### src/hw/rtl/pbl_pkg.sv
package pbl_pkg;

  localparam int SLOTS   = 8;
  localparam int SLOT_W  = 3;
  localparam int STAMP_W = 31;

  localparam logic [1:0] KIND_WB    = 2'd0;
  localparam logic [1:0] KIND_FILL  = 2'd1;
  localparam logic [1:0] KIND_FINAL = 2'd2;

  localparam logic [1:0] ST_OK       = 2'd0;
  localparam logic [1:0] ST_NO_FILE  = 2'd1;
  localparam logic [1:0] ST_BAD_PTR  = 2'd2;
  localparam logic [1:0] ST_DEADLOCK = 2'd3;

  localparam logic [2:0] CFG_FILE_SEL = 3'd0;
  localparam logic [2:0] CFG_CUR_FILE = 3'd1;
  localparam logic [2:0] CFG_LAST_PG  = 3'd2;
  localparam logic [2:0] CFG_SLOTS    = 3'd3;
  localparam logic [2:0] CFG_RESV     = 3'd4;

  typedef struct packed {
    logic              start;
    logic [SLOT_W-1:0] skip;
    logic [3:0]        n;
  } scan_ctl_t;

  typedef struct packed {
    logic              done;
    logic              found;
    logic [SLOT_W-1:0] victim;
  } scan_res_t;

endpackage

### src/hw/rtl/pbl_victim_scan.sv
module pbl_victim_scan (
  input  logic                             clk,
  input  logic                             rst_n,
  input  pbl_pkg::scan_ctl_t               ctl,
  input  logic [pbl_pkg::SLOTS-1:0]        occupied,
  input  logic [7:0]                       reserved,
  input  logic [pbl_pkg::STAMP_W-1:0]      stamp_rd,
  output logic [pbl_pkg::SLOT_W-1:0]       stamp_idx,
  output pbl_pkg::scan_res_t               res
);
  import pbl_pkg::*;

  logic              busy_r;
  logic [3:0]        idx_r;
  logic [3:0]        n_r;
  logic [SLOT_W-1:0] skip_r;
  logic              have_r;
  logic [SLOT_W-1:0] best_r;
  logic [STAMP_W-1:0] best_stamp_r;
  logic              done_r, found_r;
  logic [SLOT_W-1:0] victim_r;
  logic              elig;

  assign stamp_idx = idx_r[SLOT_W-1:0];
  assign elig = (idx_r[SLOT_W-1:0] != skip_r) && !reserved[idx_r[SLOT_W-1:0]];
  assign res = '{done: done_r, found: found_r, victim: victim_r};

  always_ff @(posedge clk) begin
    if (!rst_n) begin
      busy_r <= 1'b0;
      done_r <= 1'b0;
    end else begin
      if (ctl.start) begin
        done_r <= 1'b0;
        busy_r <= 1'b1;
        idx_r  <= 4'd0;
        n_r    <= ctl.n;
        skip_r <= ctl.skip;
        have_r <= 1'b0;
      end else if (busy_r) begin
        if (idx_r >= n_r) begin
          busy_r   <= 1'b0;
          done_r   <= 1'b1;
          found_r  <= have_r;
          victim_r <= best_r;
        end else if (elig && !occupied[idx_r[SLOT_W-1:0]]) begin
          // empty slot wins at once
          busy_r   <= 1'b0;
          done_r   <= 1'b1;
          found_r  <= 1'b1;
          victim_r <= idx_r[SLOT_W-1:0];
        end else begin
          done_r <= 1'b0;
          if (elig && (!have_r || stamp_rd <= best_stamp_r)) begin
            have_r       <= 1'b1;
            best_r       <= idx_r[SLOT_W-1:0];
            best_stamp_r <= stamp_rd;
          end
          idx_r <= idx_r + 4'd1;
        end
      end else begin
        done_r <= 1'b0;
      end
    end
  end
endmodule

### config.mk
export PLATFORM = sky130hd
export DESIGN_NAME = pbl_victim_scan
export DESIGN_NICKNAME = d
export VERILOG_FILES = /design/src/hw/rtl/pbl_pkg.sv /design/src/hw/rtl/pbl_victim_scan.sv
export SDC_FILE = /design/constraint.sdc
export NUM_CORES = 1
export LEC_CHECK = 0
export BUFFER_PORTS_ARGS = -buffer_cell sky130_fd_sc_hd__buf_2
export CORE_MARGIN = 3
export CORE_UTILIZATION = 49
export DETAILED_ROUTE_END_ITERATION = 6
export PLACE_DENSITY = 0.77
export SLEW_MARGIN = 5
export SYNTH_ARGS = -nofsm -noshare
export SYNTH_HDL_FRONTEND = slang
export SYNTH_SLANG_ARGS = --single-unit
### constraint.sdc
create_clock -name clk -period 4.2 [get_ports clk]
set_input_delay 0.63 -clock clk [delete_from_list [all_inputs] [get_ports clk]]
set_output_delay 0.63 -clock clk [all_outputs]
set_load 0.01 [all_outputs]
==> summary.txt <==
======================================================================================================
Crit path arrival time                                                                         3300 ps
Number of slew-limit violations in the final report                                                  0
Most used flip-flop cell after synthesis                                                  sky130_fd_sc_hd__edfxtp_1
Resized Gates After CTS                                                                              0
Setup slack of the worst register-to-register path                                              880 ps
Seq/Total Area, Yosys                                                                            54.9%
Total number of nets in the final design                                                           381
Height of the die                                                                              81.7 um
First-pass GRT wire length                                                                     8280 um
Final HPWL DP                                                                                  4150 um
Final period util                                                                                79.0%
I/O pins                                                                                            65
Post-synthesis to final-layout area growth                                                       15.9%
Clock tree from TritonCTS                                                                          yes
Number of maximum-capacitance violations                                                             0
Hold WS                                                                                         506 ps
Area share of the largest cell type after synthesis                                              53.5%
Setup TNS after final layout                                                                      0 ps
Post-route setup slack                                                                          881 ps
Number of standard-cell rows in the floorplan                                                       26
Layout cell share with drive strength beyond 1                                                   26.6%
Met1 layer usage reported by global route                                                        20.6%
Critical path cell sequence                                                               inv_1, ha_1, nand2b_1, a2111oi_0, nor3_1, or4b_4, nor4_4, buf_4
Status                                                                                    finished, final reports clean
Gr usage total                                                                                   16.4%
Power density of the placed cells                                                          309 mW/mm^2
Remaining antenna violation count                                                                    0
First-pass DRT Iterations                                                                            4
Overall power consumption                                                                      1.01 mW
Via count of the first global-routing pass                                                        1873
Cell area after layout                                                                    0.00326 sq mm
Placeable core region                                                                     0.00534 sq mm
Placement Setup Slack                                                                           859 ps
Startpoint of the most critical hold path                                                       ctl[1]
Measured slew at the worst slew-check pin                                                       814 ps
Antenna diode instance count                                                                         0
Clock period minus worst slack                                                                 3320 ps
Achievable frequency                                                                           301 MHz
Worst Setup SP                                                                            idx_r[0]$_SDFFCE_PP0P_
GRT met3 Usage                                                                                   4.28%
TritonCTS Sinks                                                                                     52
Placed Area                                                                               0.00318 sq mm
Cell count after placement                                                                         351
Number of library cell types mapped by synthesis                                                    36
Number of cell instances on the worst register-to-register path                                      8
Input/output buffers                                                                                64
Most area-hungry cell type in the Yosys netlist                                           sky130_fd_sc_hd__edfxtp_1
Worst skew pair latency                                                                         300 ps
Required arrival time at the worst endpoint                                                    4180 ps
Share of synthesized registers carrying an async set or reset                                       0%
Termination of the worst setup path                                                       best_stamp_r[23]$_DFFE_PP_
Initial DRC Count                                                                                   90
H-Tree Level Count                                                                                   2
Count of vias placed by the detailed router                                                       1830
Setup repair after global routing missed its margin                                                 no
Total setup violations reported at the end of the flow                                               0
Overflow after GRT                                                                                   0
Endpoints failing hold                                                                               0
Avg Vias per Cell                                                                                 5.10
Routed WL                                                                                      5040 um
Clock root buffer                                                                         sky130_fd_sc_hd__clkbuf_8
Slowest Stage Delay on Critical Path                                                            600 ps
Most instantiated library cell after synthesis                                            sky130_fd_sc_hd__edfxtp_1
Starting density of the core                                                                     52.7%
DR DRC count                                                                                         0
Number of antenna violations at the first check in global routing                                    0
Fill cell count                                                                                    441
Synth cell count leaders                                                                  sky130_fd_sc_hd__edfxtp_1, sky130_fd_sc_hd__inv_1, sky130_fd_sc_hd__ha_1
Setup Skew                                                                                     5.17 ps
Clock transition at the register clock pins on the worst setup and hold paths after CTS          80 ps
Slew Limit Headroom                                                                              45.3%
Busiest grt layer                                                                                 met2
Class of the most critical setup path                                                       reg -> reg
Routing usage on met2                                                                            28.7%
Static leakage power                                                                           1.43 nW
Post-synth EDFFs                                                                                    50
Largest net degree at the start of global routing                                                   22
Post-Syn Instances                                                                                 224
Reg2Reg Launch Point                                                                      idx_r[0]$_SDFFCE_PP0P_
Utilization of the core after routing                                                            61.0%
Crit-path slowest cell                                                                    sky130_fd_sc_hd__or4b_4
Post-CTS setup repair buffer count                                                                   0
CTS buffer count                                                                                     5
Critical Path Start Type                                                                     flip-flop
Quantity of hold-fixing buffers added after cts                                                      0
Worst IR drop on VDD                                                                        0.000151 V
Cells taking the most area after synthesis                                                sky130_fd_sc_hd__edfxtp_1, sky130_fd_sc_hd__ha_1, sky130_fd_sc_hd__inv_1, sky130_fd_sc_hd__a21oi_1, sky130_fd_sc_hd__mux4_1
Endpoint type of the worst setup path                                                        flip-flop
Syn avg cell area                                                                           12.5 sq um
Terminus of the critical flop-to-flop path                                                best_stamp_r[23]$_DFFE_PP_
Buffers from clock root to sink, at most                                                             2
Worst Hold Class                                                                             in -> reg
Final routed wire length divided by cell count                                                 14.0 um
Floorplan die area                                                                        0.00668 sq mm
Routability cong.                                                                                0.783
Net count of the mapped netlist                                                                    317
Final Instance Count excl. Fillers                                                                 359
Highest fanout seen on the critical path                                                            21
Area of the mapped netlist                                                                0.00281 sq mm
Count of yosys warnings during synthesis                                                             0
Die outline width                                                                              81.7 um
Register bit total from synthesis                                                                   52
======================================================================================================
-- flip-flops by register name, indices dropped and copies added, names as in the netlist --
signal,cells
best_stamp_r,31
idx_r,4
n_r,4
best_r,3
skip_r,3
victim_r,3
busy_r,1
done_r,1
found_r,1
have_r,1
-- layout by cell type, fill, tap and decap left out, drive strengths merged --
| master | n |
|---|---|
| or4b | 1 |
| mux2 | 3 |
| xor2 | 1 |
| nand3b | 1 |
| mux4 | 4 |
| nor4 | 1 |
| a21oi | 17 |
| nor3b | 2 |
| mux2i | 1 |
| ha | 36 |
| dfxtp | 2 |
| a31oi | 2 |
| nor2b | 1 |
| o31ai | 1 |
| xnor2 | 4 |
| nor3 | 3 |
| a2111oi | 1 |
| nand3 | 3 |
| nand4 | 7 |
| nor2 | 6 |
| clkbuf | 7 |
| a311oi | 1 |
| a21o | 1 |
| inv | 37 |
| edfxtp | 50 |
| or4 | 2 |
| clkinv | 1 |
| o21ai | 11 |
| buf | 66 |
| nand2 | 12 |
| nand2b | 4 |
-- worst min-delay path by stage --
| stage | to | cells past startpoint |
|---|---|---|
| 3_5_place_dp | victim_r[0]$_DFFE_PP_ | 2 |
| 3_3_place_gp | victim_r[2]$_DFFE_PP_ | 1 |
| 2_1_floorplan | best_r[2]$_DFFE_PP_ | 0 |
| 5_1_grt | skip_r[1]$_DFFE_PP_ | 1 |
| 6_report | n_r[1]$_DFFE_PP_ | 1 |
| 4_1_cts | n_r[1]$_DFFE_PP_ | 1 |
-- logic make-up (layout without fill, tap and decap cells) --
| group | Yosys count | after routing | share of synthesized area, % |
|---|---|---|---|
| simple gates | 43 | 43 | 8.42 |
| xor+xnor | 5 | 5 | 1.56 |
| mux | 8 | 8 | 5.03 |
| flops | 52 | 52 | 54.9 |
| fa+ha+maj | 36 | 36 | 16.0 |
| compound gates | 34 | 34 | 6.82 |
| buf+inv | 46 | 111 | 7.26 |
-- report_power, final --
part | internal (mW) | leakage [nW] | switching (mW)
Clock | 0.116 | 0.0399 | 0.147
Combinational | 0.0715 | 0.918 | 0.0706
Sequential | 0.588 | 0.472 | 0.0136
Total | 0.776 | 1.43 | 0.231
-- critical path: cells and delay by family (launching register included) --
| family | cells | cell delay (ps) |
|---|---|---|
| DFF | 1 | 550 |
| AOI/OAI and AO/OA | 1 | 390 |
| adders and majority gates | 1 | 310 |
| buffers and inverters | 2 | 490 |
| and+or+nand+nor | 4 | 1260 |
-- metal layers --
layer  vias up  part of all wire [%]
met4         0                  0.56
met3         4                   4.9
li1        935                     -
met5         -                     0
met1       852                    43
met2        39                    51
-- layout make-up --
class	count	area (sq um)	share of cell area, %
Tap cell	70	87.6	2.69
Clock inverter	1	3.75	0.115
Sequential cell	52	1540	47.3
Multi-Input combinational cell	126	1070	32.9
Inverter	37	139	4.27
Timing Repair Buffer	66	335	10.3
Clock buffer	7	76.3	2.34
Power figures use the tool's default switching activity.
